File: config.mk
export PLATFORM = sky130hd
export DESIGN_NAME = priority_tone_pattern_sequencer_flat
export DESIGN_NICKNAME = d
export VERILOG_FILES = /design/src/ptps_pkg.sv /design/src/ptps_if.sv /design/src/ptps_ctrl.sv /design/src/ptps_dp.sv /design/src/priority_tone_pattern_sequencer.sv /design/src/flat_wrapper.sv
export SDC_FILE = /design/constraint.sdc
export NUM_CORES = 1
export LEC_CHECK = 0
export ABC_AREA = 1
export BUFFER_PORTS_ARGS = -buffer_cell sky130_fd_sc_hd__buf_2
export CAP_MARGIN = 10
export CORE_ASPECT_RATIO = 0.5
export CORE_UTILIZATION = 35
export DETAILED_ROUTE_END_ITERATION = 8
export GPL_ROUTABILITY_DRIVEN = 0
export GPL_TIMING_DRIVEN = 1
export PLACE_DENSITY = 0.53
export SKIP_CTS_REPAIR_TIMING = 1
export SYNTH_ARGS = -nofsm -noshare
export SYNTH_HDL_FRONTEND = slang
export SYNTH_SLANG_ARGS = --single-unit
File: constraint.sdc
create_clock -name i_clk -period 7.28 [get_ports i_clk]
set_clock_uncertainty 0.15 [all_clocks]
set_input_delay 0.364 -clock i_clk [delete_from_list [all_inputs] [get_ports i_clk]]
set_output_delay 0.364 -clock i_clk [all_outputs]
set_load 0.01 [all_outputs]
File: src/ptps_pkg.sv
`timescale 1ns / 1ps
// ----------------------------------------------------------------------------
// Priority tone pattern sequencer package
// Shared types, event and status codes, and the tone pattern table.
// ----------------------------------------------------------------------------
package ptps_pkg;

    localparam int TIME_BITS_DEF = 32;
    localparam int NOW_W         = 32;
    localparam int FREQ_W        = 12;
    localparam int DUR_W         = 8;

    localparam logic [1:0] KIND_RING   = 2'd0;
    localparam logic [1:0] KIND_UPDATE = 2'd1;
    localparam logic [1:0] KIND_STOP   = 2'd2;

    localparam logic [1:0] TONE_KEYPRESS = 2'd0;
    localparam logic [1:0] TONE_GRANTED  = 2'd1;
    localparam logic [1:0] TONE_ERROR    = 2'd2;
    localparam logic [1:0] TONE_INVALID  = 2'd3;

    localparam logic [1:0] ST_OK      = 2'd0;
    localparam logic [1:0] ST_IGNORED = 2'd1;
    localparam logic [1:0] ST_FAIL    = 2'd2;

    typedef struct packed {
        logic load;
        logic step;
        logic apply;
        logic ring;
        logic abort;
        logic out_load;
    } t_cmd;

    typedef struct packed {
        logic kind_ring;
        logic kind_update;
        logic kind_stop;
        logic tone_bad;
        logic step_more;
        logic out_free;
    } t_stat;

    function automatic logic [FREQ_W-1:0] rom_freq(input logic [1:0] pat,
                                                   input logic [1:0] ph);
        logic [FREQ_W-1:0] f;
        f = '0;
        unique case ({pat, ph})
            {TONE_KEYPRESS, 2'd0}: f = 12'd2600;
            {TONE_GRANTED, 2'd0}:  f = 12'd2000;
            {TONE_GRANTED, 2'd2}:  f = 12'd3000;
            {TONE_ERROR, 2'd0}:    f = 12'd2600;
            {TONE_ERROR, 2'd2}:    f = 12'd1800;
            default:               f = '0;
        endcase
        return f;
    endfunction

    function automatic logic [DUR_W-1:0] rom_dur(input logic [1:0] pat,
                                                 input logic [1:0] ph);
        logic [DUR_W-1:0] d;
        d = 8'd1;
        unique case ({pat, ph})
            {TONE_KEYPRESS, 2'd0}: d = 8'd40;
            {TONE_GRANTED, 2'd0}:  d = 8'd80;
            {TONE_GRANTED, 2'd1}:  d = 8'd40;
            {TONE_GRANTED, 2'd2}:  d = 8'd140;
            {TONE_ERROR, 2'd0}:    d = 8'd120;
            {TONE_ERROR, 2'd1}:    d = 8'd50;
            {TONE_ERROR, 2'd2}:    d = 8'd220;
            default:               d = 8'd1;
        endcase
        return d;
    endfunction

    function automatic logic rom_on(input logic [1:0] pat, input logic [1:0] ph);
        logic o;
        o = 1'b0;
        unique case ({pat, ph})
            {TONE_KEYPRESS, 2'd0}: o = 1'b1;
            {TONE_GRANTED, 2'd0}:  o = 1'b1;
            {TONE_GRANTED, 2'd2}:  o = 1'b1;
            {TONE_ERROR, 2'd0}:    o = 1'b1;
            {TONE_ERROR, 2'd2}:    o = 1'b1;
            default:               o = 1'b0;
        endcase
        return o;
    endfunction

    function automatic logic [1:0] tone_len(input logic [1:0] pat);
        logic [1:0] n;
        n = 2'd0;
        unique case (pat)
            TONE_KEYPRESS: n = 2'd1;
            TONE_GRANTED:  n = 2'd3;
            TONE_ERROR:    n = 2'd3;
            default:       n = 2'd0;
        endcase
        return n;
    endfunction

    function automatic logic tone_prio(input logic [1:0] pat);
        return (pat == TONE_GRANTED) || (pat == TONE_ERROR);
    endfunction

endpackage

File: src/ptps_if.sv
`timescale 1ns / 1ps
// ----------------------------------------------------------------------------
// Priority tone pattern sequencer channel interfaces
// Event input channel and result output channel with valid and ready.
// ----------------------------------------------------------------------------
interface ptps_in_if;
    logic                        valid;
    logic                        ready;
    logic [1:0]                  kind;
    logic [1:0]                  ringtone;
    logic [ptps_pkg::NOW_W-1:0]  now_ms;

    modport source (output valid, output kind, output ringtone, output now_ms,
                    input ready);
    modport sink (input valid, input kind, input ringtone, input now_ms,
                  output ready);
endinterface

interface ptps_out_if;
    logic                        valid;
    logic                        ready;
    logic [1:0]                  status;
    logic                        tone_on;
    logic [ptps_pkg::FREQ_W-1:0] tone_freq_hz;
    logic                        busy_res;
    logic [1:0]                  playing_pattern;
    logic [1:0]                  playing_phase;

    modport source (output valid, output status, output tone_on,
                    output tone_freq_hz, output busy_res, output playing_pattern,
                    output playing_phase, input ready);
    modport sink (input valid, input status, input tone_on, input tone_freq_hz,
                  input busy_res, input playing_pattern, input playing_phase,
                  output ready);
endinterface

File: src/ptps_ctrl.sv
`timescale 1ns / 1ps
// ----------------------------------------------------------------------------
// Priority tone pattern sequencer controller
// Steps one event through decode, phase skipping, ring start and output.
// ----------------------------------------------------------------------------
module ptps_ctrl (
    input  logic            i_clk,
    input  logic            i_rst_n,
    input  logic            i_in_valid,
    output logic            o_in_ready,
    input  ptps_pkg::t_stat i_stat,
    output ptps_pkg::t_cmd  o_cmd
);

    localparam logic [2:0] S_IDLE   = 3'd0;
    localparam logic [2:0] S_DECODE = 3'd1;
    localparam logic [2:0] S_UPD    = 3'd2;
    localparam logic [2:0] S_RING   = 3'd3;
    localparam logic [2:0] S_DONE   = 3'd4;

    logic [2:0] r_state;
    logic [2:0] n_state;

    always_comb begin
        n_state    = r_state;
        o_cmd      = '0;
        o_in_ready = 1'b0;
        unique case (r_state)
            S_IDLE: begin
                o_in_ready = 1'b1;
                if (i_in_valid) begin
                    o_cmd.load = 1'b1;
                    n_state    = S_DECODE;
                end
            end
            S_DECODE: begin
                if ((i_stat.kind_ring && !i_stat.tone_bad) || i_stat.kind_update) begin
                    n_state = S_UPD;
                end else begin
                    o_cmd.abort = i_stat.kind_stop;
                    n_state     = S_DONE;
                end
            end
            S_UPD: begin
                if (i_stat.step_more) begin
                    o_cmd.step = 1'b1;
                end else begin
                    o_cmd.apply = 1'b1;
                    n_state     = i_stat.kind_ring ? S_RING : S_DONE;
                end
            end
            S_RING: begin
                o_cmd.ring = 1'b1;
                n_state    = S_DONE;
            end
            S_DONE: begin
                if (i_stat.out_free) begin
                    o_cmd.out_load = 1'b1;
                    n_state        = S_IDLE;
                end
            end
            default: n_state = S_IDLE;
        endcase
    end

    always_ff @(posedge i_clk) begin
        if (!i_rst_n) begin
            r_state <= S_IDLE;
        end else begin
            r_state <= n_state;
        end
    end

endmodule

File: src/ptps_dp.sv
`timescale 1ns / 1ps
// ----------------------------------------------------------------------------
// Priority tone pattern sequencer datapath
// Pattern state, phase timeline, buzzer drive and the result register.
// ----------------------------------------------------------------------------
module ptps_dp #(
    parameter int TIME_BITS = ptps_pkg::TIME_BITS_DEF
) (
    input  logic                        i_clk,
    input  logic                        i_rst_n,
    input  logic [1:0]                  i_kind,
    input  logic [1:0]                  i_ringtone,
    input  logic [ptps_pkg::NOW_W-1:0]  i_now_ms,
    input  logic                        i_out_ready,
    input  ptps_pkg::t_cmd              i_cmd,
    output ptps_pkg::t_stat             o_stat,
    output logic                        o_out_valid,
    output logic [1:0]                  o_status,
    output logic                        o_tone_on,
    output logic [ptps_pkg::FREQ_W-1:0] o_tone_freq_hz,
    output logic                        o_busy_res,
    output logic [1:0]                  o_playing_pattern,
    output logic [1:0]                  o_playing_phase
);

    logic [TIME_BITS-1:0]        w_now;
    logic [1:0]                  r_kind;
    logic [1:0]                  r_tone;
    logic [TIME_BITS-1:0]        r_now;
    logic [1:0]                  r_status;
    logic                        r_moved;

    logic                        r_active;
    logic [1:0]                  r_pid;
    logic [1:0]                  r_phase;
    logic [TIME_BITS-1:0]        r_start;
    logic                        r_drive_on;
    logic [ptps_pkg::FREQ_W-1:0] r_drive_freq;

    logic [TIME_BITS-1:0]        w_elapsed;
    logic [ptps_pkg::DUR_W-1:0]  w_dur;
    logic [1:0]                  w_len;
    logic [2:0]                  w_next_phase;
    logic                        w_last;
    logic                        w_ignore;

    generate
        if (TIME_BITS >= ptps_pkg::NOW_W) begin : g_now_ext
            assign w_now = TIME_BITS'(i_now_ms);
        end else begin : g_now_cut
            assign w_now = i_now_ms[TIME_BITS-1:0];
        end
    endgenerate

    assign w_dur        = ptps_pkg::rom_dur(r_pid, r_phase);
    assign w_len        = ptps_pkg::tone_len(r_pid);
    assign w_elapsed    = r_now - r_start;
    assign w_next_phase = {1'b0, r_phase} + 3'd1;
    assign w_last       = w_next_phase >= {1'b0, w_len};
    assign w_ignore     = r_active &&
                          (ptps_pkg::tone_prio(r_tone) < ptps_pkg::tone_prio(r_pid));

    always_comb begin
        o_stat.kind_ring   = r_kind == ptps_pkg::KIND_RING;
        o_stat.kind_update = r_kind == ptps_pkg::KIND_UPDATE;
        o_stat.kind_stop   = r_kind == ptps_pkg::KIND_STOP;
        o_stat.tone_bad    = r_tone == ptps_pkg::TONE_INVALID;
        o_stat.step_more   = r_active && (r_phase < w_len) &&
                             (w_elapsed >= TIME_BITS'(w_dur));
        o_stat.out_free    = !o_out_valid || i_out_ready;
    end

    always_ff @(posedge i_clk) begin
        if (i_cmd.load) begin
            r_kind <= i_kind;
            r_tone <= i_ringtone;
            r_now  <= w_now;
        end
    end

    always_ff @(posedge i_clk) begin
        if (!i_rst_n) begin
            r_active     <= 1'b0;
            r_pid        <= '0;
            r_phase      <= '0;
            r_start      <= '0;
            r_drive_on   <= 1'b0;
            r_drive_freq <= '0;
            r_moved      <= 1'b0;
            r_status     <= ptps_pkg::ST_OK;
        end else begin
            if (i_cmd.load) begin
                r_moved  <= 1'b0;
                r_status <= ((i_kind == ptps_pkg::KIND_RING) &&
                             (i_ringtone == ptps_pkg::TONE_INVALID)) ?
                            ptps_pkg::ST_FAIL : ptps_pkg::ST_OK;
            end
            if (i_cmd.abort || (i_cmd.step && w_last)) begin
                r_active   <= 1'b0;
                r_pid      <= '0;
                r_phase    <= '0;
                r_start    <= '0;
                r_drive_on <= 1'b0;
                r_moved    <= 1'b0;
            end else if (i_cmd.step) begin
                r_phase <= w_next_phase[1:0];
                r_start <= r_start + TIME_BITS'(w_dur);
                r_moved <= 1'b1;
            end
            if (i_cmd.apply && r_moved) begin
                r_drive_on <= ptps_pkg::rom_on(r_pid, r_phase);
                if (ptps_pkg::rom_on(r_pid, r_phase)) begin
                    r_drive_freq <= ptps_pkg::rom_freq(r_pid, r_phase);
                end
            end
            if (i_cmd.ring) begin
                if (w_ignore) begin
                    r_status <= ptps_pkg::ST_IGNORED;
                end else begin
                    r_active     <= 1'b1;
                    r_pid        <= r_tone;
                    r_phase      <= '0;
                    r_start      <= r_now;
                    r_drive_on   <= ptps_pkg::rom_on(r_tone, 2'd0);
                    if (ptps_pkg::rom_on(r_tone, 2'd0)) begin
                        r_drive_freq <= ptps_pkg::rom_freq(r_tone, 2'd0);
                    end
                end
            end
        end
    end

    always_ff @(posedge i_clk) begin
        if (!i_rst_n) begin
            o_out_valid <= 1'b0;
        end else if (i_cmd.out_load) begin
            o_out_valid <= 1'b1;
        end else if (i_out_ready) begin
            o_out_valid <= 1'b0;
        end
    end

    always_ff @(posedge i_clk) begin
        if (i_cmd.out_load) begin
            o_status          <= r_status;
            o_tone_on         <= r_drive_on;
            o_tone_freq_hz    <= r_drive_freq;
            o_busy_res        <= r_active;
            o_playing_pattern <= r_active ? r_pid : 2'd0;
            o_playing_phase   <= r_active ? r_phase : 2'd0;
        end
    end

endmodule

File: src/priority_tone_pattern_sequencer.sv
`timescale 1ns / 1ps
// ----------------------------------------------------------------------------
// Priority tone pattern sequencer
// Buzzer pattern sequencer with prioritized ring, update and stop events.
// ----------------------------------------------------------------------------
// Channel   Direction  Transaction
// i_in      sink       kind, ringtone, now_ms
// o_out     source     status, tone_on, tone_freq_hz, busy_res, pattern, phase
//
// One event is processed at a time: accept, decode, one step per expired phase
// skipped by the shared elapsed-time compare (up to three), one closing step,
// a ring step for ring events, and the output load. Stop and invalid rings go
// from decode straight to the output load.
// Reset is synchronous and active low and leaves the sequencer idle.
// A stalled result holds the controller before the output load.
// ----------------------------------------------------------------------------
module priority_tone_pattern_sequencer #(
    parameter int TIME_BITS = ptps_pkg::TIME_BITS_DEF
) (
    input  logic   i_clk,
    input  logic   i_rst_n,
    ptps_in_if.sink    i_in,
    ptps_out_if.source o_out
);

    ptps_pkg::t_cmd  w_cmd;
    ptps_pkg::t_stat w_stat;

    ptps_ctrl u_ctrl (
        .i_clk      (i_clk),
        .i_rst_n    (i_rst_n),
        .i_in_valid (i_in.valid),
        .o_in_ready (i_in.ready),
        .i_stat     (w_stat),
        .o_cmd      (w_cmd)
    );

    ptps_dp #(
        .TIME_BITS (TIME_BITS)
    ) u_dp (
        .i_clk             (i_clk),
        .i_rst_n           (i_rst_n),
        .i_kind            (i_in.kind),
        .i_ringtone        (i_in.ringtone),
        .i_now_ms          (i_in.now_ms),
        .i_out_ready       (o_out.ready),
        .i_cmd             (w_cmd),
        .o_stat            (w_stat),
        .o_out_valid       (o_out.valid),
        .o_status          (o_out.status),
        .o_tone_on         (o_out.tone_on),
        .o_tone_freq_hz    (o_out.tone_freq_hz),
        .o_busy_res        (o_out.busy_res),
        .o_playing_pattern (o_out.playing_pattern),
        .o_playing_phase   (o_out.playing_phase)
    );

endmodule

File: src/flat_wrapper.sv
// flat-port wrapper written by rule: the top's interface ports become plain ports
module priority_tone_pattern_sequencer_flat 
#(
    parameter int TIME_BITS = ptps_pkg::TIME_BITS_DEF
)
  (i_clk, i_rst_n, i_in_valid, i_in_kind, i_in_ringtone, i_in_now_ms, i_in_ready, o_out_valid, o_out_status, o_out_tone_on, o_out_tone_freq_hz, o_out_busy_res, o_out_playing_pattern, o_out_playing_phase, o_out_ready);
  ptps_in_if i_in_i ();
  ptps_out_if o_out_i ();
  input  logic i_clk;
  input  logic i_rst_n;
  input wire logic [$bits(i_in_i.valid)-1:0] i_in_valid;
  input wire logic [$bits(i_in_i.kind)-1:0] i_in_kind;
  input wire logic [$bits(i_in_i.ringtone)-1:0] i_in_ringtone;
  input wire logic [$bits(i_in_i.now_ms)-1:0] i_in_now_ms;
  output wire logic [$bits(i_in_i.ready)-1:0] i_in_ready;
  output wire logic [$bits(o_out_i.valid)-1:0] o_out_valid;
  output wire logic [$bits(o_out_i.status)-1:0] o_out_status;
  output wire logic [$bits(o_out_i.tone_on)-1:0] o_out_tone_on;
  output wire logic [$bits(o_out_i.tone_freq_hz)-1:0] o_out_tone_freq_hz;
  output wire logic [$bits(o_out_i.busy_res)-1:0] o_out_busy_res;
  output wire logic [$bits(o_out_i.playing_pattern)-1:0] o_out_playing_pattern;
  output wire logic [$bits(o_out_i.playing_phase)-1:0] o_out_playing_phase;
  input wire logic [$bits(o_out_i.ready)-1:0] o_out_ready;
  assign i_in_i.valid = i_in_valid;
  assign i_in_i.kind = i_in_kind;
  assign i_in_i.ringtone = i_in_ringtone;
  assign i_in_i.now_ms = i_in_now_ms;
  assign i_in_ready = i_in_i.ready;
  assign o_out_valid = o_out_i.valid;
  assign o_out_status = o_out_i.status;
  assign o_out_tone_on = o_out_i.tone_on;
  assign o_out_tone_freq_hz = o_out_i.tone_freq_hz;
  assign o_out_busy_res = o_out_i.busy_res;
  assign o_out_playing_pattern = o_out_i.playing_pattern;
  assign o_out_playing_phase = o_out_i.playing_phase;
  assign o_out_i.ready = o_out_ready;
  priority_tone_pattern_sequencer #(.TIME_BITS(TIME_BITS)) u_core (.i_clk(i_clk), .i_rst_n(i_rst_n), .i_in(i_in_i), .o_out(o_out_i));
endmodule
# After elaboration in Yosys (flattened, before gate mapping)
# Index checks and enable logic that the tools add are counted.
dict set report word_totals {
  ff_bits 113
  input_bits 40
  output_inout_bits 22
  wordCells 137
}
dict set report op_classes {
  add_sub_neg 3
  n_lt_le_gt_ge 4
  n_eq_ne 21
  muxes 59
  bitwise_logic 1
  reduce_logical 30
}
# op count
set op_table {}
lappend op_table {{32-bit 2-to-1 mux} 4}
lappend op_table {{12-bit 2-to-1 mux} 5}
lappend op_table {{12-bit case mux with 4 select lines} 1}
lappend op_table {{8-bit case mux with 6 select lines} 1}
lappend op_table {{32-bit by 8-bit adder with 32-bit output} 1}
lappend op_table {{32-bit by 8-bit greater-or-equal comparator with 1-bit output} 1}
lappend op_table {{32-bit subtractor} 1}
lappend op_table {{1-bit 2-to-1 mux} 28}
lappend op_table {{2-bit 2-to-1 mux} 12}
lappend op_table {{12-bit case mux with 2 select lines} 1}
lappend op_table {{3-bit 2-to-1 mux} 5}
lappend op_table {{3-bit case mux with 5 select lines} 1}
lappend op_table {{4-bit by 3-bit equality test with 1-bit output (second input constant)} 3}
lappend op_table {{4-bit equality test (second input constant)} 3}
lappend op_table {{2-bit equality test (second input constant)} 5}
lappend op_table {{2-bit OR reduction} 5}
lappend op_table {{2-bit zero test} 4}
lappend op_table {{1-bit logical AND} 7}
lappend op_table {{2-bit by 1-bit equality test with 1-bit output (second input constant)} 3}
lappend op_table {{3-bit by 2-bit equality test with 1-bit output (second input constant)} 2}
lappend op_table {{2-bit inequality test (second input constant)} 3}
lappend op_table {{1-bit logical OR} 5}
lappend op_table {{5-bit OR reduction} 1}
lappend op_table {{4-bit zero test} 1}
lappend op_table {{13 further kinds} 15}

# Logic depth before layout (Yosys ltp)
dict set report depth {
  word_depth 16
  ltp_mapped 30
  mapped_depth_nobuf 28
}

# Hierarchy
# From an unflattened synthesis, not the netlist that was laid out.
dict set report hier_totals {
  cells_unflattened 1156
  hier_area_um2 7950.1
}
# module n_inst cells_each area_each_um2 seq_area_each_um2
set modules_own_cells {}
lappend modules_own_cells {ptps_dp 1 1113 7698.6 2762.6}
lappend modules_own_cells {ptps_ctrl 1 43 251.5 60.1}

# Least setup slack after synthesis
# Ideal clock, no wire load.
dict set report synth_timing {
  path_kind {register to register}
  startpoint {register u_core.u_dp.r_phase[0]}
  endpoint {register u_core.u_dp.r_drive_freq[10] in the netlist's numbering}
  setup_time_ns 0.132
  t_arrival_ns 3.083
  required_time_ns 6.998
  path_slack_ns 3.915
  path_stages_with_launch 28
  path_buffers 1
  synth_period_minus_slack_ns 3.365
  cell_sequence {dfxtp_1 -> inv_1 -> ha_1 -> o21ai_0 -> inv_1 -> nor2_1 -> nand2_1 -> nor3_1 -> ha_1 -> nand2_1 -> nor2_1 -> nor2_1 -> nand2_1 -> a21oi_1 -> nand3_1 -> nor2_1 -> nand3_1 -> nor2_1 -> nand2_1 -> nor2_1 -> nand3_1 -> buf_4 -> nand2_2 -> nand3_2 -> nand2_1 -> nand2_1 -> nand2_1 -> a21oi_1}
}
dict set report synth_via {
  elab_chain_len 12
  elab_cells_between_ends 27
  cone_classes {order compare: 2; eq/ne: 6; mux: 12; reduce/logical: 7}
}
# item line_no
set synth_lines {}
lappend synth_lines {{from (decl)} ptps_dp.sv:35} ;# logic [1:0] r_phase;
lappend synth_lines {{from (signal assigned)} ptps_dp.sv:106} ;# r_phase <= w_next_phase[1:0];
lappend synth_lines {{4-bit by 3-bit equality test with 1-bit output or 4-bit zero test (tied branches)} {ptps_pkg.sv:63, ptps_pkg.sv:48, ptps_pkg.sv:79}}
lappend synth_lines {{2-bit OR reduction (no source line)} n/a}
lappend synth_lines {{8-bit case mux with 6 select lines} ptps_pkg.sv:63} ;# unique case ({pat, ph})
lappend synth_lines {{32-bit by 8-bit greater-or-equal comparator with 1-bit output} ptps_dp.sv:69} ;# (w_elapsed >= TIME_BITS'(w_dur));
lappend synth_lines {{1-bit logical AND} ptps_dp.sv:68} ;# o_stat.step_more = r_active && (r_phase < w_len) &&
lappend synth_lines {{1-bit 2-to-1 mux} ptps_ctrl.sv:45} ;# if (i_stat.step_more) begin
lappend synth_lines {{2-bit 2-to-1 mux} ptps_ctrl.sv:28} ;# unique case (r_state)
lappend synth_lines {{1-bit logical AND} ptps_dp.sv:110} ;# if (i_cmd.apply && r_moved) begin
lappend synth_lines {{12-bit 2-to-1 mux *} ptps_dp.sv:110}
lappend synth_lines {{12-bit 2-to-1 mux} ptps_dp.sv:125} ;# if (ptps_pkg::rom_on(r_tone, 2'd0)) begin
lappend synth_lines {{12-bit 2-to-1 mux} ptps_dp.sv:117} ;# if (w_ignore) begin
lappend synth_lines {{12-bit 2-to-1 mux *} ptps_dp.sv:116} ;# if (i_cmd.ring) begin
lappend synth_lines {{to (signal assigned)} ptps_dp.sv:113} ;# r_drive_freq <= ptps_pkg::rom_freq(r_pid, r_phase);
lappend synth_lines {{to (signal assigned)} ptps_dp.sv:126} ;# r_drive_freq <= ptps_pkg::rom_freq(r_tone, 2'd0);
lappend synth_lines {{to (decl)} ptps_dp.sv:38} ;# logic [ptps_pkg::FREQ_W-1:0] r_drive_freq;
# Mark *: on every way between the ends. The rest lies on a longest branch, timed or not. The select of a mux whose other input is x is not followed.
# A chain may end at the register's enable or synchronous reset.

# Final worst setup path
dict set report layout_timing {
  startpoint {register u_core.u_dp.r_phase[0]}
  endpoint {register u_core.u_dp.r_start[4]}
}
dict set report layout_via {
  elab_chain_len 12
  elab_cells_between_ends 24
  cone_classes {add/sub: 2; order compare: 3; eq/ne: 6; mux: 7; reduce/logical: 6}
}
# item line_no
set layout_lines {}
lappend layout_lines {{4-bit by 3-bit equality test with 1-bit output or 4-bit zero test (tied branches)} ptps_pkg.sv:63}
lappend layout_lines {{2-bit OR reduction (no source line)} n/a}
lappend layout_lines {{8-bit case mux with 6 select lines} ptps_pkg.sv:63}
lappend layout_lines {{32-bit by 8-bit greater-or-equal comparator with 1-bit output} ptps_dp.sv:69}
lappend layout_lines {{1-bit logical AND} ptps_dp.sv:68}
lappend layout_lines {{1-bit 2-to-1 mux} ptps_ctrl.sv:45}
lappend layout_lines {{2-bit 2-to-1 mux} ptps_ctrl.sv:28}
lappend layout_lines {{1-bit logical AND} ptps_dp.sv:98} ;# if (i_cmd.abort || (i_cmd.step && w_last)) begin
lappend layout_lines {{1-bit logical OR} ptps_dp.sv:98}
lappend layout_lines {{32-bit 2-to-1 mux *} ptps_dp.sv:98}
lappend layout_lines {{32-bit 2-to-1 mux} ptps_dp.sv:117}
lappend layout_lines {{32-bit 2-to-1 mux *} ptps_dp.sv:116}
lappend layout_lines {{to (signal assigned)} ptps_dp.sv:107} ;# r_start <= r_start + TIME_BITS'(w_dur);
lappend layout_lines {{to (signal assigned)} ptps_dp.sv:123} ;# r_start <= r_now;
lappend layout_lines {{to (decl)} ptps_dp.sv:36} ;# logic [TIME_BITS-1:0] r_start;
# Mark *: on every way between the ends. The rest lies on a longest branch, timed or not.

==> impl_metrics.py <==
metrics = {
    "clock_tree": {
        "clock_sinks": 113,
        "cts_buffers": 17,
        "htreeDepth": 4,
        "root_buffer": "clkbuf_16",
        "ctsLongestPathBuffers": 2,
        "cts_tree": "built",
        "clk_pin_slew_ns": 0.06,
        "clk_latency_ns": 0.44,
    },
    "timing": {
        "tns_ns": 0,
        "grt_setup_unrepaired": "false",
        "finalCritPeriodShare_pct": 65.36,
        "setup_viol": 0,
        "hold_viol": 0,
        "worst_pin_slew_ns": 0.9696,
        "slew_violations": 0,
        "min_period_ns": 4.758,
        "clock.fmax_mhz": 210.2,
        "maxSlewHeadroom_pct": 35.12,
    },
    "place": {
        "hpwl_microns": 19710,
        "numPlacedInstances": 1630,
        "portBuffers": 61,
    },
    "routing": {
        "routed-via-count": 8166,
        "via_per_inst": 4.809,
        "drt-pass1-iter-count": 7,
        "drt_iter0_markers": 600,
        "drcViolationCount": 0,
        "routed_wirelength_microns": 24830,
        "ant_nets": 0,
        "post_drt_wl_per_cell_microns": 14.62,
    },
    "finish": {
        "regArea_sq_um": 2823,
        "drive_above_1_share_pct": 8.483,
        "final-instance-count-excl-fill": 1698,
        "fillers": 2450,
        "multi_input_area_sq_um": 4612,
        "area_growth_pct": 18.42,
        "nNetsFinal": 1484,
        "diodes": 0,
    },
    "synthesis": {
        "syn_nets": 1383,
        "yosysUniqueCellTypes": 42,
        "yosys_warnings": 0,
        "yosysSeqAreaShare_pct": 33.52,
        "synth_top_area_share_pct": 19.97,
        "synth_top_cell_by_area": "edfxtp_1",
        "synth_edf_count": 56,
        "async_reset_ff_share_pct": 0,
        "synthesis.area_sq_um": 8422,
        "synthTopCellsByArea": "edfxtp_1 (20%), nand2_1 (18%), dfxtp_1 (14%), inv_1 (10%), ha_1 (9.4%)",
        "ys.flop_type": "dfxtp_1",
        "ys_ff_latch": 113,
        "synthCells": 1277,
        "syn_avg_cell_area_sq_um": 6.595,
    },
    "floorplan": {
        "die_x_microns": 221.4,
        "row_count": 39,
        "start_util_pct": 36.26,
        "ios": 62,
        "fp.dieArea_sq_um": 24720,
        "die_y_microns": 111.7,
        "core_sq_um": 23230,
    },
    "grt": {
        "grt_pass1_vias": 7520,
        "grt_max_degree": 39,
        "antenna_found_initial": 0,
        "grt_overflow": 0,
        "grt_pass1_wl_microns": 39020,
        "grt_use_total_pct": 20.36,
    },
    "power_and_ir_drop": {
        "vdd_drop_max_mv": 0.1555,
        "p_leak_nw": 4.723,
        "p_per_area_nw_per_um2": 187.6,
    },
    "min_path": {
        "min_delay_path_depth": 4,
        "hold_path.class": "input port to register",
    },
    "worst_setup_path": {
        "rr_worst_depth": 23,
        "path_max_fanout": 25,
        "crit_type": "register to register",
        "crit_arrival_ns": 4.95,
        "worstPathRequired_ns": 7.47,
        "startpoint_type": "register",
        "end_kind": "register",
        "rrSetupSlack_ns": 2.52,
    },
    "run": {
        "maxCapViolations": 0,
    },
    "run_status": {
        "outcome": "finished, final reports clean",
    },
}
## placed cells by master, fill, tap and decap left out, types with 3 or more instances in the layout
master and instances:
o21ai_0 15, clkinv_2 3, nor2_2 3, a21oi_1 50, inv_2 9, nand3b_1 8
o21bai_1 4, nor4_1 5, nand3_1 64, and2_1 3, o22ai_1 3, nor2_1 151
inv_1 227, fa_1 3, dlygate4sd3_1 36, clkbuf_16 17, nor3_1 19, nand4_1 28
nand2_1 407, buf_4 4, ha_1 63, buf_2 61, dfxtp_1 57, edfxtp_1 56
o21ai_1 36, inv_6 4, clkinv_4 4, xor2_1 21, nand2_2 4, xnor2_1 5
## path summary, 6_finish.rpt
check                                                            start                                 endpoint
worst max-delay path                 u_core.u_dp.r_phase[0]$_SDFF_PN0_        u_core.u_dp.r_start[4]$_SDFF_PN0_
worst min-delay path                                       o_out_ready     u_core.u_dp.o_out_valid$_SDFFE_PN0P_
worst max register to register       u_core.u_dp.r_phase[0]$_SDFF_PN0_        u_core.u_dp.r_start[4]$_SDFF_PN0_
worst min register to register  u_core.u_dp.r_drive_freq[8]$_SDFF_PN0_  u_core.u_dp.o_tone_freq_hz[8]$_DFFE_PP_
## power breakdown
part	total [mW]	internal, mW	switching [mW]	leakage [nW]
clock network	0.811	0.481	0.330	0.277
logic	0.339	0.120	0.220	3.46
registers	0.721	0.701	0.0198	0.990
total	1.87	1.30	0.570	4.72
## metrics by stage
| stage | power, mW | setup WS [ns] | utilization [%] | hold WS, ns | area, sq um |
|---|---|---|---|---|---|
| finish | 1.871 | 2.522 | 42.94 | 0.07415 | 9973 |
| global route | 1.963 | 1.933 | 42.94 | 0.09844 | 9973 |
| CTS | 1.871 | 2.468 | 41.39 | -0.06726 | 9613 |
| detailed placement | 1.054 | 2.483 | 38.94 | 0.2680 | 9044 |
| global placement | 1.051 | 2.640 | 38.94 | 0.2700 | 9044 |
| floorplan | 0.9524 | 3.915 | - | 0.2582 | 8422 |
## layout make-up
| cell class | count | area share (%) |
|---|---|---|
| Multi-Input combinational cell | 908 | 46.24 |
| Clock inverter | 14 | 1.305 |
| Tap cell | 307 | 3.851 |
| Clock buffer | 18 | 4.403 |
| Sequential cell | 113 | 28.30 |
| Timing Repair Buffer | 101 | 6.975 |
| Inverter | 237 | 8.920 |
## flip-flops by register name (all words and copies together), names as in the netlist, 2 cells and up
name	cells
u_core.u_dp.r_start	32
u_core.u_dp.o_playing_phase	2
u_core.u_dp.o_tone_freq_hz	12
u_core.u_dp.r_tone	2
u_core.u_dp.r_phase	2
u_core.u_dp.r_status	2
u_core.u_ctrl.r_state	3
u_core.u_dp.r_drive_freq	12
u_core.u_dp.r_now	32
u_core.u_dp.o_playing_pattern	2
u_core.u_dp.o_status	2
u_core.u_dp.r_kind	2
u_core.u_dp.r_pid	2
## synth_stat cells (all sizes together), types with 4 or more instances
cell type / count
nand4: 29
edfxtp: 56
o21ai: 51
dfxtp: 57
nor2: 154
nand2: 411
nand3: 67
nor3: 20
o21bai: 4
nand3b: 8
clkbuf: 9
xor2: 21
nor4: 5
inv: 236
xnor2: 5
buf: 10
a21oi: 50
ha: 63
## routing by layer
| metal | GRT usage (%) | wire, microns |
|---|---|---|
| met5 | 0 | 0 |
| met4 | 6.014 | 444 |
| met3 | 5.833 | 1695 |
| met2 | 30.66 | 10270 |
| met1 | 28.17 | 12410 |
## logic make-up after synthesis
group                    synth area share, %
XOR/XNOR                               2.704
adder cells (fa/ha/maj)                10.07
buffers and inverters                  11.75
AND/OR/NAND/NOR                        34.63
AO/OA/AOI/OAI                          7.324
flip-flops                             33.52
## worst max-delay path, stage by stage, from the launching register on
cell and delay, ns:
dfxtp_1 0.50, inv_1 0.13, ha_1 0.25, o21ai_0 0.08
inv_1 0.10, nor2_1 0.16, nand2_1 0.11, nor3_1 0.26
ha_1 0.30, nand2_1 0.06, nor2_1 0.03, nor2_1 0.08
nand2_1 0.09, a21oi_1 0.16, nand3_1 0.12, nor2_1 0.11
nand3_1 0.08, nor2_1 0.09, nand2_1 0.05, nor2_1 0.09
nand3_1 0.39, nand4_1 0.31, nand4_2 0.60, o21ai_1 0.34
Power figures use the tool's default switching activity.
